$ cat config.mk
export PLATFORM = sky130hd
export DESIGN_NAME = sensorless_six_step_commutator_flat
export DESIGN_NICKNAME = d
export VERILOG_FILES = /design/src/hw/rtl/ssc_pkg.sv /design/src/hw/rtl/ssc_if.sv /design/src/hw/rtl/ssc_ctrl.sv /design/src/hw/rtl/ssc_div.sv /design/src/hw/rtl/ssc_dp.sv /design/src/hw/rtl/sensorless_six_step_commutator.sv /design/src/flat_wrapper.sv
export SDC_FILE = /design/constraint.sdc
export NUM_CORES = 1
export LEC_CHECK = 0
export ABC_AREA = 1
export BUFFER_PORTS_ARGS = -buffer_cell sky130_fd_sc_hd__buf_4
export CAP_MARGIN = 20
export CELL_PAD_IN_SITES_DETAIL_PLACEMENT = 0
export CELL_PAD_IN_SITES_GLOBAL_PLACEMENT = 1
export CORE_UTILIZATION = 30
export CTS_CLUSTER_SIZE = 30
export DETAILED_ROUTE_END_ITERATION = 16
export PLACE_DENSITY_LB_ADDON = 0.1
export SETUP_SLACK_MARGIN = 0.02
export SLEW_MARGIN = 20
export SYNTH_ARGS = -nofsm -noshare
export SYNTH_HDL_FRONTEND = slang
export SYNTH_SLANG_ARGS = --single-unit
$ cat constraint.sdc
create_clock -name clock -period 2.6 [get_ports clock]
set_input_delay 0.26 -clock clock [delete_from_list [all_inputs] [get_ports clock]]
set_output_delay 0.26 -clock clock [all_outputs]
set_load 0.05 [all_outputs]
$ cat src/hw/rtl/ssc_pkg.sv
// Package for the six-step commutator: register indexes, fault codes and step tables.
// No dependencies.
package ssc_pkg;
   localparam logic [2:0] CFG_DIRECTION  = 3'd0;
   localparam logic [2:0] CFG_START_STEP = 3'd1;
   localparam logic [2:0] CFG_DIVISOR    = 3'd2;
   localparam logic [2:0] CFG_DEMAG      = 3'd3;
   localparam logic [2:0] CFG_OC_THRESH  = 3'd4;
   localparam logic [2:0] CFG_OC_LIMIT   = 3'd5;
   localparam logic [2:0] CFG_STALL      = 3'd6;

   localparam logic [1:0] FAULT_NONE    = 2'd0;
   localparam logic [1:0] FAULT_STALL   = 2'd1;
   localparam logic [1:0] FAULT_OC      = 2'd2;
   localparam logic [1:0] FAULT_TIMEOUT = 2'd3;

   localparam logic [1:0] SLOT_NEUTRAL  = 2'd0;
   localparam logic [1:0] SLOT_FLOAT    = 2'd1;
   localparam logic [1:0] SLOT_CURRENT  = 2'd2;

   typedef struct packed {
      logic start;   // begin one request
      logic dly_go;  // start delay division
   } cmd_type;

   typedef struct packed {
      logic dly_busy;
      logic zc;      // last request found a zero crossing
   } status_type;

   function automatic logic [2:0] high_of(input logic [2:0] s);
      case (s)
         3'd0, 3'd1: high_of = 3'b001;
         3'd2, 3'd3: high_of = 3'b010;
         default:    high_of = 3'b100;
      endcase
   endfunction

   function automatic logic [2:0] low_of(input logic [2:0] s);
      case (s)
         3'd0, 3'd5: low_of = 3'b010;
         3'd1, 3'd2: low_of = 3'b100;
         default:    low_of = 3'b001;
      endcase
   endfunction

   function automatic logic [1:0] float_of(input logic [2:0] s);
      case (s)
         3'd0, 3'd3: float_of = 2'd2;
         3'd1, 3'd4: float_of = 2'd1;
         default:    float_of = 2'd0;
      endcase
   endfunction
endpackage

$ cat src/hw/rtl/ssc_if.sv
// Valid/ready channel interfaces for requests, responses and register writes.
// Uses ssc_pkg for nothing; request and response widths are parameters.
interface ssc_req_if #(parameter int SAMPLE_BITS = 12);
   logic                   valid;
   logic                   ready;
   logic                   func;
   logic [SAMPLE_BITS-1:0] sample;
   modport source (output valid, func, sample, input ready);
   modport sink   (input valid, func, sample, output ready);
endinterface

interface ssc_rsp_if #(parameter int TIMER_BITS = 16);
   logic                  valid;
   logic                  ready;
   logic [2:0]            step;
   logic [2:0]            high_side;
   logic [2:0]            low_side;
   logic [1:0]            next_channel;
   logic [1:0]            floating_phase;
   logic                  sampling_enabled;
   logic                  zero_cross;
   logic                  commutated;
   logic [TIMER_BITS-1:0] interval;
   logic [1:0]            fault;
   modport source (output valid, step, high_side, low_side, next_channel, floating_phase,
                   sampling_enabled, zero_cross, commutated, interval, fault, input ready);
   modport sink   (input valid, step, high_side, low_side, next_channel, floating_phase,
                   sampling_enabled, zero_cross, commutated, interval, fault, output ready);
endinterface

interface ssc_csr_if;
   logic        valid;
   logic        ready;
   logic [2:0]  index;
   logic [15:0] data;
   modport source (output valid, index, data, input ready);
   modport sink   (input valid, index, data, output ready);
endinterface

$ cat src/hw/rtl/ssc_ctrl.sv
// Controller: sequences one request through the datapath and the delay divider.
// Depends on ssc_pkg.
module ssc_ctrl (
   input  logic                clock,
   input  logic                reset,
   input  logic                req_valid,
   output logic                req_ready,
   output logic                rsp_valid,
   input  logic                rsp_ready,
   output ssc_pkg::cmd_type    cmd,
   input  ssc_pkg::status_type status
);
   localparam logic [1:0] ST_IDLE = 2'd0;
   localparam logic [1:0] ST_DIV  = 2'd1;
   localparam logic [1:0] ST_OUT  = 2'd2;

   logic [1:0] state_ff, state_in;
   logic       started_ff, started_in;

   assign req_ready = (state_ff == ST_IDLE);
   assign rsp_valid = (state_ff == ST_OUT);
   assign cmd.start  = req_valid && req_ready;
   assign cmd.dly_go = (state_ff == ST_DIV) && !started_ff && status.zc;

   always_comb begin
      state_in   = state_ff;
      started_in = started_ff;
      case (state_ff)
         ST_IDLE: begin
            started_in = 1'b0;
            if (cmd.start) state_in = ST_DIV;
         end
         ST_DIV: begin
            // skip the divider when no crossing; else wait for it
            if (!started_ff) begin
               if (status.zc) started_in = 1'b1;
               else state_in = ST_OUT;
            end else if (!status.dly_busy) begin
               state_in = ST_OUT;
            end
         end
         ST_OUT: if (rsp_ready) state_in = ST_IDLE;
         default: state_in = ST_IDLE;
      endcase
   end

   always_ff @(posedge clock) begin
      if (reset) begin
         state_ff   <= ST_IDLE;
         started_ff <= 1'b0;
      end else begin
         state_ff   <= state_in;
         started_ff <= started_in;
      end
   end
endmodule

$ cat src/hw/rtl/ssc_div.sv
// Restoring divider: floor(oldest*16/divisor), saturated to the timer range.
// Depends on ssc_pkg for nothing beyond widths passed in.
module ssc_div #(parameter int TIMER_BITS = 16) (
   input  logic                  clock,
   input  logic                  reset,
   input  logic                  go,
   input  logic [TIMER_BITS-1:0] dividend,
   input  logic [7:0]            divisor,
   output logic                  busy,
   output logic [TIMER_BITS-1:0] quotient
);
   localparam int NB = TIMER_BITS + 4;
   localparam int CB = $clog2(NB + 1);

   logic [NB-1:0] num_ff, num_in, q_ff, q_in;
   logic [8:0]    rem_ff, rem_in;
   logic [CB-1:0] cnt_ff, cnt_in;
   logic          busy_ff, busy_in;
   logic [8:0]    trial;

   assign busy = busy_ff;
   // quotient bits above the timer range mean saturation; divisor 0 yields all ones
   assign quotient = (q_ff[NB-1:TIMER_BITS] != '0) ? '1 : q_ff[TIMER_BITS-1:0];

   always_comb begin
      num_in  = num_ff;
      q_in    = q_ff;
      rem_in  = rem_ff;
      cnt_in  = cnt_ff;
      busy_in = busy_ff;
      trial   = {rem_ff[7:0], num_ff[NB-1]};
      if (go) begin
         num_in  = {dividend, 4'b0};
         rem_in  = '0;
         q_in    = '0;
         cnt_in  = CB'(NB);
         busy_in = 1'b1;
      end else if (busy_ff) begin
         num_in = num_ff << 1;
         if (trial >= {1'b0, divisor}) begin
            rem_in = trial - {1'b0, divisor};
            q_in   = {q_ff[NB-2:0], 1'b1};
         end else begin
            rem_in = trial;
            q_in   = {q_ff[NB-2:0], 1'b0};
         end
         cnt_in = cnt_ff - 1'b1;
         if (cnt_ff == CB'(1)) busy_in = 1'b0;
      end
   end

   always_ff @(posedge clock) begin
      if (reset) begin
         busy_ff <= 1'b0;
         cnt_ff  <= '0;
      end else begin
         busy_ff <= busy_in;
         cnt_ff  <= cnt_in;
      end
      num_ff <= num_in;
      q_ff   <= q_in;
      rem_ff <= rem_in;
   end
endmodule

$ cat src/hw/rtl/ssc_dp.sv
// Datapath: commutation state, sample slots, zero-crossing detection, faults.
// Depends on ssc_pkg and ssc_div.
module ssc_dp #(
   parameter int SAMPLE_BITS = 12,
   parameter int TIMER_BITS  = 16
) (
   input  logic                   clock,
   input  logic                   reset,
   input  ssc_pkg::cmd_type       cmd,
   output ssc_pkg::status_type    status,
   input  logic                   req_func,
   input  logic [SAMPLE_BITS-1:0] req_sample,
   input  logic                   cfg_we,
   input  logic [2:0]             cfg_index,
   input  logic [15:0]            cfg_data,
   output logic [2:0]             step,
   output logic [1:0]             slot,
   output logic                   pending,
   output logic                   zc_pulse,
   output logic                   com_pulse,
   output logic [TIMER_BITS-1:0]  interval,
   output logic [1:0]             fault
);
   localparam logic [TIMER_BITS-1:0] TMAX = '1;

   logic                   dir_ff;
   logic [7:0]             divq_ff;
   logic [11:0]            demag_thr_ff, oc_thr_ff;
   logic [3:0]             oc_lim_ff;
   logic [10:0]            stall_lim_ff;

   logic [2:0]             step_ff, step_in;
   logic                   demag_ff, demag_in;
   logic [15:0]            prev_ff, prev_in;
   logic [11:0]            neutral_ff, neutral_in;
   logic [1:0]             slot_ff, slot_in;
   logic [10:0]            stall_ff, stall_in;
   logic [TIMER_BITS-1:0]  icnt_ff, icnt_in;
   logic [TIMER_BITS-1:0]  hist_ff [3];
   logic [TIMER_BITS-1:0]  hist_in [3];
   logic [TIMER_BITS-1:0]  dly_ff, dly_in;
   logic                   pend_ff, pend_in;
   logic [3:0]             occ_ff, occ_in;
   logic [1:0]             fault_ff, fault_in;
   logic                   zc_ff, zc_in, com_ff, com_in, load_ff;
   logic                   div_busy;
   logic [TIMER_BITS-1:0]  div_q;
   logic [15:0]            ev;
   logic                   rising;

   ssc_div #(.TIMER_BITS(TIMER_BITS)) u_div (
      .clock(clock), .reset(reset), .go(cmd.dly_go), .dividend(hist_ff[0]),
      .divisor(divq_ff), .busy(div_busy), .quotient(div_q));

   assign status.dly_busy = div_busy;
   assign status.zc       = zc_ff;
   assign step      = step_ff;
   assign slot      = slot_ff;
   assign pending   = pend_ff;
   assign zc_pulse  = zc_ff;
   assign com_pulse = com_ff;
   assign interval  = hist_ff[2];
   assign fault     = fault_ff;
   assign ev        = 16'(req_sample);
   assign rising    = (step_ff[0] == dir_ff);

   always_comb begin
      step_in = step_ff; demag_in = demag_ff; prev_in = prev_ff;
      neutral_in = neutral_ff; slot_in = slot_ff; stall_in = stall_ff;
      icnt_in = icnt_ff; hist_in = hist_ff; dly_in = dly_ff; pend_in = pend_ff;
      occ_in = occ_ff; fault_in = fault_ff; zc_in = zc_ff; com_in = com_ff;
      if (cmd.start) begin
         zc_in = 1'b0;
         com_in = 1'b0;
         if (fault_ff == ssc_pkg::FAULT_NONE) begin
            if (req_func) begin
               if (icnt_ff == TMAX) begin
                  fault_in = ssc_pkg::FAULT_TIMEOUT;
               end else begin
                  icnt_in = icnt_ff + 1'b1;
                  if (pend_ff) begin
                     if (dly_ff == '0) begin
                        // advance the step and rearm sensing
                        if (dir_ff) step_in = (step_ff >= 3'd5) ? 3'd0 : step_ff + 3'd1;
                        else        step_in = (step_ff == 3'd0) ? 3'd5 : step_ff - 3'd1;
                        demag_in = 1'b0;
                        prev_in  = 16'hFFFF;
                        slot_in  = ssc_pkg::SLOT_NEUTRAL;
                        pend_in  = 1'b0;
                        com_in   = 1'b1;
                     end else begin
                        dly_in = dly_ff - 1'b1;
                     end
                  end
               end
            end else if (!pend_ff) begin
               if (stall_ff >= stall_lim_ff) begin
                  fault_in = ssc_pkg::FAULT_STALL;
               end else begin
                  stall_in = stall_ff + 11'd1;
                  case (slot_ff)
                     ssc_pkg::SLOT_NEUTRAL: begin
                        neutral_in = ev[11:0];
                        slot_in = ssc_pkg::SLOT_FLOAT;
                     end
                     ssc_pkg::SLOT_FLOAT: begin
                        if (rising) begin
                           if (!demag_ff) begin
                              if (ev > prev_ff) demag_in = 1'b1;
                           end else if (ev > 16'(neutral_ff)) zc_in = 1'b1;
                           prev_in = ev;
                        end else begin
                           if (!demag_ff) begin
                              if (ev > 16'(demag_thr_ff)) demag_in = 1'b1;
                           end else if (ev < 16'(neutral_ff)) zc_in = 1'b1;
                        end
                        if (zc_in) begin
                           stall_in = '0;
                           hist_in[0] = hist_ff[1];
                           hist_in[1] = hist_ff[2];
                           hist_in[2] = icnt_ff;
                           icnt_in = '0;
                           pend_in = 1'b1;
                        end
                        slot_in = ssc_pkg::SLOT_CURRENT;
                     end
                     default: begin
                        if (ev > 16'(oc_thr_ff)) begin
                           if (occ_ff != 4'hF) occ_in = occ_ff + 4'd1;
                           if (occ_in >= oc_lim_ff) fault_in = ssc_pkg::FAULT_OC;
                        end
                        slot_in = ssc_pkg::SLOT_NEUTRAL;
                     end
                  endcase
               end
            end
         end
      end
      // load the delay when the divider finishes
      if (load_ff && !div_busy) dly_in = div_q;
      if (cfg_we && cfg_index == ssc_pkg::CFG_START_STEP)
         step_in = (cfg_data[2:0] > 3'd5) ? 3'd0 : cfg_data[2:0];
   end

   always_ff @(posedge clock) begin
      if (reset) begin
         dir_ff <= 1'b1; divq_ff <= 8'd64;
         demag_thr_ff <= 12'd350; oc_thr_ff <= 12'd102; oc_lim_ff <= 4'd10;
         stall_lim_ff <= 11'd1000;
         step_ff <= 3'd0; demag_ff <= 1'b0; prev_ff <= 16'hFFFF; neutral_ff <= '0;
         slot_ff <= '0; stall_ff <= '0; icnt_ff <= '0;
         hist_ff[0] <= '0; hist_ff[1] <= '0; hist_ff[2] <= '0;
         dly_ff <= '0; pend_ff <= 1'b0; occ_ff <= '0; fault_ff <= '0;
         zc_ff <= 1'b0; com_ff <= 1'b0; load_ff <= 1'b0;
      end else begin
         if (cfg_we) begin
            case (cfg_index)
               ssc_pkg::CFG_DIRECTION:  dir_ff <= cfg_data[0];
               ssc_pkg::CFG_DIVISOR:    divq_ff <= cfg_data[7:0];
               ssc_pkg::CFG_DEMAG:      demag_thr_ff <= cfg_data[11:0];
               ssc_pkg::CFG_OC_THRESH:  oc_thr_ff <= cfg_data[11:0];
               ssc_pkg::CFG_OC_LIMIT:   oc_lim_ff <= cfg_data[3:0];
               ssc_pkg::CFG_STALL:      stall_lim_ff <= cfg_data[10:0];
               default: ;
            endcase
         end
         step_ff <= step_in; demag_ff <= demag_in; prev_ff <= prev_in;
         neutral_ff <= neutral_in; slot_ff <= slot_in; stall_ff <= stall_in;
         icnt_ff <= icnt_in; hist_ff <= hist_in; dly_ff <= dly_in; pend_ff <= pend_in;
         occ_ff <= occ_in; fault_ff <= fault_in; zc_ff <= zc_in; com_ff <= com_in;
         if (cmd.dly_go) load_ff <= 1'b1;
         else if (!div_busy) load_ff <= 1'b0;
      end
   end
endmodule

$ cat src/hw/rtl/sensorless_six_step_commutator.sv
// Top level of the sensorless six-step commutator.
// Depends on ssc_pkg, ssc_if, ssc_ctrl, ssc_dp and ssc_div.
//
// Each request is an ADC result or a timer tick and yields one response carrying the
// gate pattern, sensing channel, pulses and fault. A request goes from acceptance
// through the controller states DIV and OUT to its response, except that one finding
// a zero crossing also runs, in DIV, the commutation delay (oldest interval * 16 /
// divisor) through a restoring divider at one quotient bit a cycle.
// One request is in flight at a time; the controller holds req_ready low until the
// response has been taken. Register writes are accepted in any cycle, and must only be
// issued while no request is in flight. A fault holds until reset and halts stepping.
module sensorless_six_step_commutator #(
   parameter int SAMPLE_BITS = 12,
   parameter int TIMER_BITS  = 16
) (
   input logic clock,
   input logic reset,
   ssc_req_if.sink   req,
   ssc_rsp_if.source rsp,
   ssc_csr_if.sink   csr
);
   ssc_pkg::cmd_type    cmd;
   ssc_pkg::status_type status;
   logic [2:0] step;
   logic [1:0] slot, fault;
   logic       pending, zc, com, ok;
   logic [TIMER_BITS-1:0] interval;

   assign csr.ready = 1'b1;

   ssc_ctrl u_ctrl (
      .clock(clock), .reset(reset), .req_valid(req.valid), .req_ready(req.ready),
      .rsp_valid(rsp.valid), .rsp_ready(rsp.ready), .cmd(cmd), .status(status));

   ssc_dp #(.SAMPLE_BITS(SAMPLE_BITS), .TIMER_BITS(TIMER_BITS)) u_dp (
      .clock(clock), .reset(reset), .cmd(cmd), .status(status),
      .req_func(req.func), .req_sample(req.sample),
      .cfg_we(csr.valid), .cfg_index(csr.index), .cfg_data(csr.data),
      .step(step), .slot(slot), .pending(pending), .zc_pulse(zc), .com_pulse(com),
      .interval(interval), .fault(fault));

   // drop the gates while faulted
   assign ok                   = (fault == ssc_pkg::FAULT_NONE);
   assign rsp.step             = step;
   assign rsp.high_side        = ok ? ssc_pkg::high_of(step) : 3'b000;
   assign rsp.low_side         = ok ? ssc_pkg::low_of(step) : 3'b000;
   assign rsp.next_channel     = slot;
   assign rsp.floating_phase   = ssc_pkg::float_of(step);
   assign rsp.sampling_enabled = ok && !pending;
   assign rsp.zero_cross       = zc;
   assign rsp.commutated       = com;
   assign rsp.interval         = interval;
   assign rsp.fault            = fault;

   a_no_both: assert property (@(posedge clock) disable iff (reset)
      rsp.valid |-> !(zc && com))
      else $error("zero crossing and commutation in one response");
   a_step_range: assert property (@(posedge clock) disable iff (reset)
      step <= 3'd5) else $error("step out of range");
   a_fault_sticky: assert property (@(posedge clock) disable iff (reset)
      ($past(fault) != ssc_pkg::FAULT_NONE && !$past(reset)) |-> $stable(fault))
      else $error("fault cleared without reset");
endmodule
$ cat src/flat_wrapper.sv
// flat-port wrapper written by rule: the top's interface ports become plain ports
module sensorless_six_step_commutator_flat 
#(
   parameter int SAMPLE_BITS = 12,
   parameter int TIMER_BITS  = 16
)
  (clock, reset, req_valid, req_func, req_sample, req_ready, rsp_valid, rsp_step, rsp_high_side, rsp_low_side, rsp_next_channel, rsp_floating_phase, rsp_sampling_enabled, rsp_zero_cross, rsp_commutated, rsp_interval, rsp_fault, rsp_ready, csr_valid, csr_index, csr_data, csr_ready);
  ssc_req_if #(.SAMPLE_BITS(SAMPLE_BITS)) req_i ();
  ssc_rsp_if #(.TIMER_BITS(TIMER_BITS)) rsp_i ();
  ssc_csr_if csr_i ();
  input logic clock;
  input logic reset;
  input wire logic [$bits(req_i.valid)-1:0] req_valid;
  input wire logic [$bits(req_i.func)-1:0] req_func;
  input wire logic [$bits(req_i.sample)-1:0] req_sample;
  output wire logic [$bits(req_i.ready)-1:0] req_ready;
  output wire logic [$bits(rsp_i.valid)-1:0] rsp_valid;
  output wire logic [$bits(rsp_i.step)-1:0] rsp_step;
  output wire logic [$bits(rsp_i.high_side)-1:0] rsp_high_side;
  output wire logic [$bits(rsp_i.low_side)-1:0] rsp_low_side;
  output wire logic [$bits(rsp_i.next_channel)-1:0] rsp_next_channel;
  output wire logic [$bits(rsp_i.floating_phase)-1:0] rsp_floating_phase;
  output wire logic [$bits(rsp_i.sampling_enabled)-1:0] rsp_sampling_enabled;
  output wire logic [$bits(rsp_i.zero_cross)-1:0] rsp_zero_cross;
  output wire logic [$bits(rsp_i.commutated)-1:0] rsp_commutated;
  output wire logic [$bits(rsp_i.interval)-1:0] rsp_interval;
  output wire logic [$bits(rsp_i.fault)-1:0] rsp_fault;
  input wire logic [$bits(rsp_i.ready)-1:0] rsp_ready;
  input wire logic [$bits(csr_i.valid)-1:0] csr_valid;
  input wire logic [$bits(csr_i.index)-1:0] csr_index;
  input wire logic [$bits(csr_i.data)-1:0] csr_data;
  output wire logic [$bits(csr_i.ready)-1:0] csr_ready;
  assign req_i.valid = req_valid;
  assign req_i.func = req_func;
  assign req_i.sample = req_sample;
  assign req_ready = req_i.ready;
  assign rsp_valid = rsp_i.valid;
  assign rsp_step = rsp_i.step;
  assign rsp_high_side = rsp_i.high_side;
  assign rsp_low_side = rsp_i.low_side;
  assign rsp_next_channel = rsp_i.next_channel;
  assign rsp_floating_phase = rsp_i.floating_phase;
  assign rsp_sampling_enabled = rsp_i.sampling_enabled;
  assign rsp_zero_cross = rsp_i.zero_cross;
  assign rsp_commutated = rsp_i.commutated;
  assign rsp_interval = rsp_i.interval;
  assign rsp_fault = rsp_i.fault;
  assign rsp_i.ready = rsp_ready;
  assign csr_i.valid = csr_valid;
  assign csr_i.index = csr_index;
  assign csr_i.data = csr_data;
  assign csr_ready = csr_i.ready;
  sensorless_six_step_commutator #(.SAMPLE_BITS(SAMPLE_BITS), .TIMER_BITS(TIMER_BITS)) u_core (.clock(clock), .reset(reset), .req(req_i), .rsp(rsp_i), .csr(csr_i));
endmodule
==> results of run 1 <==
==> metal layers <==
layer	vias to the layer above	routed length [um]
met5	-	0
met4	0	522
met3	38	1530
met2	129	15100
met1	4930	17100
li1	5684	-
==> per-stage QoR <==
step / total power [mW] / instance area, sq um / hold WS (ns) / setup WS, ns
CTS: 9.28 / 14500 / 0.00539 / 0.148
finish: 9.12 / 14500 / 0.0261 / 0.191
detailed placement: 5.03 / 13400 / 0.451 / 0.206
floorplan: 4.67 / 12300 / 0.386 / 0.152
global placement: 5.02 / 13400 / 0.446 / 0.205
global route: 9.59 / 14500 / 0.0418 / 0.0429
==> worst max path at each step <==
stage	startpoint	end	slack, ns	cells past startpoint
2_1_floorplan	u_core.u_dp.step[0]	rsp_high_side[2]	0.15	6
3_3_place_gp	u_core.u_dp.stall_lim_ff[10]	u_core.u_dp.icnt_ff[0]	0.21	13
3_5_place_dp	u_core.u_dp.stall_lim_ff[10]	u_core.u_dp.icnt_ff[0]	0.21	13
4_1_cts	u_core.u_dp.step[0]	rsp_high_side[2]	0.15	8
5_1_grt	u_core.u_dp.dly_ff[0]	u_core.u_dp.prev_ff[10]	0.04	13
6_report	u_core.u_dp.step[0]	rsp_high_side[2]	0.19	8
==> final cells by class <==
type | instances | area, sq um | share of cell area [%]
clock buffer | 41 | 841 | 5.78
tap | 525 | 657 | 4.52
timing repair buffer | 118 | 991 | 6.81
clock inverter | 11 | 138 | 0.946
sequential | 233 | 4820 | 33.2
multi-input combinational | 1157 | 6260 | 43.0
inverter | 223 | 840 | 5.77
==> Yosys cell counts (all sizes together) <==
cell type / number / share of area (%)
fa: 1 / 0.16
a32o: 1 / 0.081
o22ai: 29 / 1.5
a21oi: 137 / 5.6
or2: 4 / 0.20
nand2: 340 / 11
o21a: 4 / 0.24
nand3b: 40 / 2.4
o31ai: 1 / 0.061
xor2: 14 / 1.0
o41ai: 1 / 0.071
buf: 45 / 2.3
o21bai: 3 / 0.18
and2: 1 / 0.051
nor4: 3 / 0.15
clkbuf: 35 / 1.1
clkinv: 3 / 0.091
a21o: 2 / 0.12
nor3: 21 / 0.94
dfxtp: 217 / 35
and3: 1 / 0.051
inv: 220 / 6.7
a211oi: 3 / 0.18
edfxtp: 16 / 3.9
a31oi: 4 / 0.20
nand4: 20 / 1.1
o211ai: 39 / 2.4
ha: 83 / 8.4
nand3: 82 / 3.4
xnor2: 6 / 0.43
o21ai: 103 / 4.2
conb: 1 / 0.030
nor2: 213 / 7.1
==> power groups by stage <==
stage / Clock, mW / Combinational [mW] / Sequential (mW)
after floorplan: 0 / 0.769 / 3.90
after global placement: 0 / 1.12 / 3.90
after detailed placement: 0 / 1.12 / 3.90
after CTS: 4.32 / 1.14 / 3.83
after global routing: 4.46 / 1.29 / 3.84
final: 4.16 / 1.13 / 3.83
==> flip-flops by register name, indices dropped and copies added (netlist names), 12 cells and up <==
register / count
u_core.u_dp.dly_ff: 16
u_core.u_dp.demag_thr_ff: 12
u_core.u_dp.hist_ff: 32
u_core.u_dp.icnt_ff: 16
u_core.u_dp.u_div.num_ff: 16
u_core.u_dp.interval: 16
u_core.u_dp.neutral_ff: 12
u_core.u_dp.u_div.q_ff: 20
u_core.u_dp.oc_thr_ff: 12
u_core.u_dp.prev_ff: 13
==> cell families after synthesis <==
group                      after synthesis
other                                    1
adders and majority gates               84
and+or+nand+nor                        725
DFF                                    233
AOI/OAI and AO/OA                      327
buffers and inverters                  303
xor gates and xnor gates                20
==> worst reg2reg max path, delay by kind of cell (launching register included) <==
kind | cells | cell delay, ns
flops | 1 | 0.30
fa+ha+maj | 1 | 0.28
buf+inv | 3 | 0.47
compound gates | 1 | 0.18
simple gates | 8 | 1.06
==> timing repair <==
| action | 4_1_cts | 5_1_grt |
|---|---|---|
| endpoints found under the hold margin | 22 | 0 |
| hold buffers | 12 | 0 |
| gates resized for setup | 0 | 1 |
| endpoints found under the setup margin | 0 | 1 |
==> flow_metrics.tcl, run 1 <==
set metrics [dict create \
    ys_ff_latch 233 \
    area_delta_synth_final_pct 18.1 \
    core_area_sq_mm 0.0401 \
    antenna_found_initial 0 \
    final_cells 2308 \
    row_count 73 \
    vias_per_cell 4.67 \
    worstHoldStart "req_sample[11]" \
    swShare_pct 26.8 \
    cts.reportedPaths.clkPinSlew_ns 0.06 \
    drt_iter0_markers 508 \
    path_max_fanout 8 \
    hold_path_end "u_core.u_dp.prev_ff[11]" \
    cp-end-kind "output port" \
    setup_tns_ns 0 \
    rr_endpoint "u_core.u_dp.hist_ff[33]" \
    setup_viol 0 \
    worst_setup_path_start_kind "flip-flop" \
    fill_cells 4270 \
    pwr-share-seq_pct 42.0 \
    synth_compound_area_share_pct 14.8 \
    leakagePower_nw 6.53 \
    synthesis.nets 1814 \
    dp_cells 2244 \
    avgSynthCellArea_sq_um 7.28 \
    hp-class "in -> reg" \
    post-cts-setup-buffers 0 \
    slew_headroom_pct 59.1 \
    path_cells "buf_4 > inv_1 > ha_1 > ha_1 > inv_1 > nand3_1 > nor2_1 > buf_4" \
    synth_mux_area_share_pct 0 \
    final_util_pct 36.3 \
    tightest_slew_ns 0.612 \
    post_drt_wl_per_cell_um 14.8 \
    place_hpwl_um 24700 \
    reg2reg_slack_ns 0.27 \
    first_global_vias 10539 \
    start_util_pct 30.7 \
    powerDensity_mw_per_mm2 627 \
    yosys.area_share.simple_pct 25.9 \
    io_buffers 68 \
    cts_tree "built" \
    vdd_drop_max_mv 0.391 \
    synth-xor-area-share_pct 1.42 \
    crit_family "buffers and inverters" \
    cts_made_buffers 29 \
    synth_cell_types 46 \
    die_h_um 205 \
    critPathRequiredTime_ns 2.34 \
    insertion_delay_ns 0.57 \
    rr_startpoint "u_core.u_dp.neutral_ff[11]" \
    rsz0062_at_grt "false" \
    yosys_warnings 0 \
    place_congestion 0.782 \
    routed_wl_um 34200 \
    fp.dieW_um 205 \
    synth_seq_area_share_pct 39.2 \
    finalCriticalPeriod_ns 2.41 \
    most-common-layout-cells "334 x nand2_1, 217 x dfxtp_1, 210 x inv_1" \
    grt_start_max_net_pins 76 \
    ant_nets 0 \
    htreeDepth 1 \
    synth_fa_ha_area_share_pct 8.59 \
    clockPowerShare_pct 45.7 \
    p_sw_mw 2.44 \
    route.detailed.drc 0 \
    final_common_cell "nand2_1" \
    status "finished, final reports clean" \
    diodes 0 \
    cts_buffer_depth 3 \
    combPwrFrac_pct 12.3 \
    grt_pass1_wl_um 56000 \
    reg2reg_depth 13 \
    boundaryPins 74 \
    cp_num_buf_inv 4 \
    syn-cell-area_sq_mm 0.0123 \
    met1_usage_pct 22.8 \
    synth_top_family_by_area "simple AND/OR/NAND/NOR gates" \
    drv_cap 0 \
    power.internal_mw 6.67 \
    cts.sinks 233 \
    slowest_stage "dfxtp_1" \
    slowest_delay_ns 0.36 \
    fin_nets 1883 \
    finalHoldViolCount 0 \
    vias 10781 \
    grt_usage_pct 16.7 \
    grt_overflow 0 \
    synth_cells 1693 \
    holdPathStages 3 \
    period_share_pct 92.6 \
    fin_skew_ns 0.0218 \
    use_met2_pct 27.2 \
    max_freq_ghz 0.415 \
    die_area_sq_mm 0.0419 \
    cts_root_buffer "clkbuf_16" \
    cp.arrival_ns 2.15 \
    critPathKind "reg -> out" \
    dr.pass1.iters 4 \
    met3_usage_pct 2.96 \
    drive_gt1_share_pct 10.7 \
    top_usage_layer "met2" \
    slew_viol_final 0 \
]
(Power assumes the default switching activity.)
==> run 2, diff against run 1 <==
--- a/config.mk
+++ b/config.mk
@@ -6,13 +6,13 @@
 export NUM_CORES = 1
 export LEC_CHECK = 0
 export ABC_AREA = 1
-export BUFFER_PORTS_ARGS = -buffer_cell sky130_fd_sc_hd__buf_4
 export CAP_MARGIN = 20
 export CELL_PAD_IN_SITES_DETAIL_PLACEMENT = 0
 export CELL_PAD_IN_SITES_GLOBAL_PLACEMENT = 1
 export CORE_UTILIZATION = 30
 export CTS_CLUSTER_SIZE = 30
 export DETAILED_ROUTE_END_ITERATION = 16
+export DONT_BUFFER_PORTS = 1
 export PLACE_DENSITY_LB_ADDON = 0.1
 export SETUP_SLACK_MARGIN = 0.02
 export SLEW_MARGIN = 20
==> constraint.sdc (replaced) <==
create_clock -name clock -period 2.6 [get_ports clock]
set_input_delay 0.26 -clock clock [delete_from_list [all_inputs] [get_ports clock]]
set_output_delay 0.26 -clock clock [all_outputs]
set_load 0.005 [all_outputs]
==> flow_metrics.tcl, run 2 (synthesized netlist as in run 1, its figures left out) <==
set metrics [dict create \
    place_congestion 0.777 \
    final_common_cell "nand2_1" \
    ant_nets 0 \
    routed_wl_um 34800 \
    status "finished, final reports clean" \
    setup_viol 0 \
    worstHoldStart "req_func" \
    start_util_pct 30.7 \
    grt_start_max_net_pins 70 \
    cts_made_buffers 30 \
    cp.arrival_ns 2.96 \
    largest_register_ffs 32 \
    cp-end-kind "flip-flop" \
    core_area_sq_mm 0.0401 \
    crit_start "u_core.u_dp.neutral_ff[11]" \
    htreeDepth 1 \
    rsz0062_at_grt "true" \
    area_delta_synth_final_pct 15.6 \
    placed_area_sq_mm 0.0129 \
    cts_root_buffer "clkbuf_16" \
    max_freq_ghz 0.409 \
    fin_nets 1834 \
    final_cells 2261 \
    grt_pass1_wl_um 56300 \
    rr_startpoint "u_core.u_dp.neutral_ff[11]" \
    seqCellArea_sq_mm 0.00482 \
    vdd_drop_max_mv 0.458 \
    cts_buffer_depth 3 \
    dp_cells 2172 \
    rr_endpoint "u_core.u_dp.zc_pulse" \
    cts.reportedPaths.clkPinSlew_ns 0.06 \
    hold_path_end "u_core.u_dp.pending" \
    slew_viol_final 0 \
    drt_iter0_markers 498 \
    multi_input_area_sq_mm 0.00626 \
    hp-class "in -> reg" \
    die_h_um 205 \
    tightest_slew_ns 0.768 \
    postLayoutCellArea_sq_mm 0.0142 \
    antenna_found_initial 1 \
    slew_headroom_pct 48.6 \
    cts_tree "built" \
    io_buffers 0 \
    fin_skew_ns 0.0139 \
    reg2reg_slack_ns 0.16 \
    fp.dieW_um 205 \
    finalCriticalPeriod_ns 2.44 \
    largestRegisters "u_core.u_dp.hist_ff (32), u_core.u_dp.u_div.q_ff (20)" \
    row_count 73 \
    post-cts-setup-buffers 0 \
    die_area_sq_mm 0.0419 \
    period_share_pct 94.0 \
    path_max_fanout 4 \
    vias_per_cell 4.69 \
    holdPathStages 3 \
    drv_cap 0 \
    worst_setup_path_start_kind "flip-flop" \
    post_drt_wl_per_cell_um 15.4 \
    most-common-layout-cells "334 x nand2_1, 217 x dfxtp_1, 210 x inv_1" \
    critPathRequiredTime_ns 3.12 \
    grt_usage_pct 16.9 \
    boundaryPins 74 \
    drive_gt1_share_pct 6.92 \
    finalHoldViolCount 0 \
    dr.pass1.iters 5 \
    vias 10614 \
    leakagePower_nw 6.27 \
    place_hpwl_um 24500 \
    cts.sinks 233 \
    insertion_delay_ns 0.57 \
    top_register "u_core.u_dp.hist_ff" \
    power_mw 8.96 \
    route.detailed.drc 0 \
    critPathKind "reg -> reg" \
    fill_cells 4326 \
    fin_hold_ws_ns 0.0315 \
    powerDensity_mw_per_mm2 629 \
    first_global_vias 10393 \
    reg2reg_depth 11 \
    grt_overflow 0 \
]
[run 2: cell types whose count changed in the layout (fill, tap and decap cells not counted), moves of 2 or more]
cell and delta:
buf_4 -69, dlygate4sd3_1 +21, buf_12 -3, clkbuf_1 +2
[run 2: layer usage]
metal,track usage (%),up-vias,part of all wire [%]
li1,-,5585,-
met1,22.5,4864,49
met2,28.1,132,45
met3,3.45,33,4.8
met4,3.36,0,1.4
met5,0,-,0
[run 2: what timing repair did]
action                                 CTS  global route
gates resized for setup                  0             2
hold buffers                            34             0
endpoints found under the hold margin  110             0
setup endpoints to repair                0             2
[run 2: how the worst max path moves through the flow]
| stage | endpoint | slack [ns] | cells past startpoint |
|---|---|---|---|
| finish | u_core.u_dp.zc_pulse | 0.16 | 11 |
| global route | u_core.u_dp.zc_pulse | -0.009 | 13 |
| CTS | u_core.u_dp.zc_pulse | 0.08 | 11 |
| detailed placement | u_core.u_dp.icnt_ff[0] | 0.25 | 13 |
| global placement | u_core.u_dp.icnt_ff[0] | 0.25 | 13 |
| floorplan | u_core.u_dp.icnt_ff[0] | 0.54 | 14 |
[run 2: stage by stage]
| stage | setup TNS [ns] | worst slack [ns] | util, % |
|---|---|---|---|
| 2_1_floorplan | 0 | 0.539 | - |
| 3_3_place_gp | 0 | 0.247 | 32.1 |
| 3_5_place_dp | 0 | 0.250 | 32.1 |
| 4_1_cts | 0 | 0.0786 | 35.5 |
| 5_1_grt | -0.00896 | -0.00896 | 35.5 |
| 6_report | 0 | 0.156 | 35.5 |
[run 2: area by class of cell]
type	instances	area share, %
inverter	223	5.90
sequential	233	33.9
clock inverter	10	0.879
multi-input combinational	1157	44.0
antenna	1	0.0176
tap	525	4.62
clock buffer	44	6.14
timing repair buffer	68	4.57
[run 2: where the power goes]
part	internal, mW	switching [mW]
Sequential	3.75	0.0799
Combinational	0.351	0.622
Clock	2.52	1.64
Total	6.62	2.34
[run 2: worst max-delay path: stages, from the launching register on]
cell and delay, ns:
dfxtp_1 0.31, inv_1 0.05, ha_1 0.28, a21o_1 0.18, nor2_1 0.24, nand3_1 0.11
nand2_1 0.09, nand3_2 0.13, nor2_4 0.19, nand2_4 0.12, a21oi_1 0.14, dlygate4sd3_1 0.55
==> run 3, diff against run 2 <==
==> constraint.sdc (replaced) <==
create_clock -name clock -period 2.07 [get_ports clock]
set_input_delay 0.207 -clock clock [delete_from_list [all_inputs] [get_ports clock]]
set_output_delay 0.207 -clock clock [all_outputs]
set_load 0.005 [all_outputs]
==> flow_metrics.tcl, run 3 (synthesized netlist as in run 1, its figures left out) <==
set metrics [dict create \
    ant_nets 0 \
    fin_nets 1960 \
    boundaryPins 74 \
    largest_register_ffs 32 \
    place_congestion 0.788 \
    rsz0062_at_grt "true" \
    critPathKind "reg -> reg" \
    finalCriticalPeriod_ns 2.11 \
    met1_usage_pct 24.8 \
    postLayoutCellArea_sq_mm 0.0164 \
    largestRegisters "u_core.u_dp.hist_ff (32), u_core.u_dp.u_div.q_ff (20)" \
    top_register "u_core.u_dp.hist_ff" \
    slew_viol_final 0 \
    row_count 73 \
    grt_usage_pct 18.4 \
    route.detailed.drc 0 \
    vias 11413 \
    met3_usage_pct 3.52 \
    htreeDepth 1 \
    start_util_pct 30.7 \
    dr.pass1.iters 7 \
    place_hpwl_um 25000 \
    worst_slack_ns -0.0427 \
    area_delta_synth_final_pct 33.4 \
    critPathRequiredTime_ns 2.56 \
    vias_per_cell 4.79 \
    finalHoldViolCount 0 \
    drive_gt1_share_pct 23.1 \
    rr_startpoint "u_core.u_dp.neutral_ff[8]" \
    cts_tree "built" \
    max_freq_ghz 0.473 \
    leakagePower_nw 7.06 \
    cp.arrival_ns 2.61 \
    cts_buffer_depth 3 \
    top_usage_layer "met2" \
    worst_setup_path_start_kind "flip-flop" \
    worstHoldStart "reset" \
    period_share_pct 102 \
    cts.sinks 233 \
    drt_iter0_markers 576 \
    drv_cap 0 \
    grt_pass1_wl_um 60900 \
    use_met2_pct 30.0 \
    hp-class "in -> reg" \
    crit_start "u_core.u_dp.neutral_ff[8]" \
    fin_skew_ns 0.00909 \
    first_global_vias 11049 \
    slew_headroom_pct 27.2 \
    cts.reportedPaths.clkPinSlew_ns 0.06 \
    grt_start_max_net_pins 51 \
    most-common-layout-cells "288 x nand2_1, 186 x dfxtp_1, 185 x inv_1" \
    cts_root_buffer "clkbuf_16" \
    fin_hold_ws_ns 0.0162 \
    routed_wl_um 39500 \
    cts_made_buffers 29 \
    die_area_sq_mm 0.0419 \
    path_max_fanout 6 \
    fill_cells 4182 \
    powerDensity_mw_per_mm2 703 \
    core_area_sq_mm 0.0401 \
    die_h_um 205 \
    vdd_drop_max_mv 0.534 \
    post_drt_wl_per_cell_um 16.6 \
    fp.dieW_um 205 \
    setup_viol 20 \
    status "finished, violations left" \
    diodes 0 \
    violations "setup timing" \
    placed_area_sq_mm 0.0134 \
    io_buffers 0 \
    cp-end-kind "flip-flop" \
    insertion_delay_ns 0.56 \
    grt_overflow 0 \
    tightest_slew_ns 1.09 \
    antenna_found_initial 0 \
    final_common_cell "nand2_1" \
]
==> run 3: report_power, final <==
part           total, mW  switching (mW)  internal, mW  leakage [nW]
Clock               5.04            2.04          3.00         0.470
Combinational       1.70           0.977         0.726          4.67
Sequential          4.81           0.102          4.71          1.92
Total               11.6            3.12          8.43          7.06
==> run 3: through the flow <==
step	setup slack (ns)	power, mW	setup TNS [ns]	utilization [%]	instances
floorplan	0.0206	5.76	0	-	1693
global placement	-0.125	6.14	-4.64	33.5	2235
detailed placement	-0.154	6.15	-6.42	33.5	2235
CTS	-0.0867	11.5	-2.08	38.8	2360
global route	-0.167	12.1	-9.97	41.0	2385
finish	-0.0427	11.6	-0.242	41.0	2385
==> run 3: worst paths after layout <==
kind	endpoint	cells after the start	slack [ns]
setup / recovery	u_core.u_dp.interval[11]	16	-0.04
hold / removal	u_core.u_dp.neutral_ff[11]	4	0.02
setup reg to reg	u_core.u_dp.interval[11]	16	-0.04
hold reg to reg	u_core.u_dp.demag_thr_ff[9]	2	0.46
==> run 3: timing repair <==
| action | in CTS | in global routing |
|---|---|---|
| setup endpoints to repair | 106 | 133 |
| pin swaps | 34 | 72 |
| gates cloned | 8 | 5 |
| setup buffers | 16 | 19 |
| endpoints found under the hold margin | 120 | 2 |
| hold buffers | 49 | 2 |
| resized for setup | 104 | 188 |
==> run 3: routing by layer <==
metal,wire length (um),vias to the layer above
li1,-,5856
met1,19000,5331
met2,17900,183
met3,1840,43
met4,736,0
met5,0,-
==> run 3: critical path, cell delays in order, from the launching register on <==
cell and delay [ns]:
dfxtp_2 0.32, inv_2 0.05, ha_4 0.27, nand2_4 0.05, nor2_4 0.14, nand2_4 0.08
buf_4 0.14, o21ai_2 0.11, nand2_2 0.08, nand3_4 0.09, nor2_4 0.05, buf_6 0.14
buf_12 0.13, clkbuf_16 0.15, nand3b_1 0.07, nand2_1 0.06, nor2_1 0.12
==> run 3: area by class of cell <==
cell class / count / area (sq um) / area share [%]
Tap cell: 525 / 657 / 4.00
Multi-Input combinational cell: 1159 / 7150 / 43.5
Timing Repair Buffer: 193 / 1970 / 12.0
Sequential cell: 233 / 4870 / 29.6
Clock buffer: 43 / 868 / 5.28
Clock inverter: 9 / 72.6 / 0.442
Inverter: 223 / 853 / 5.19
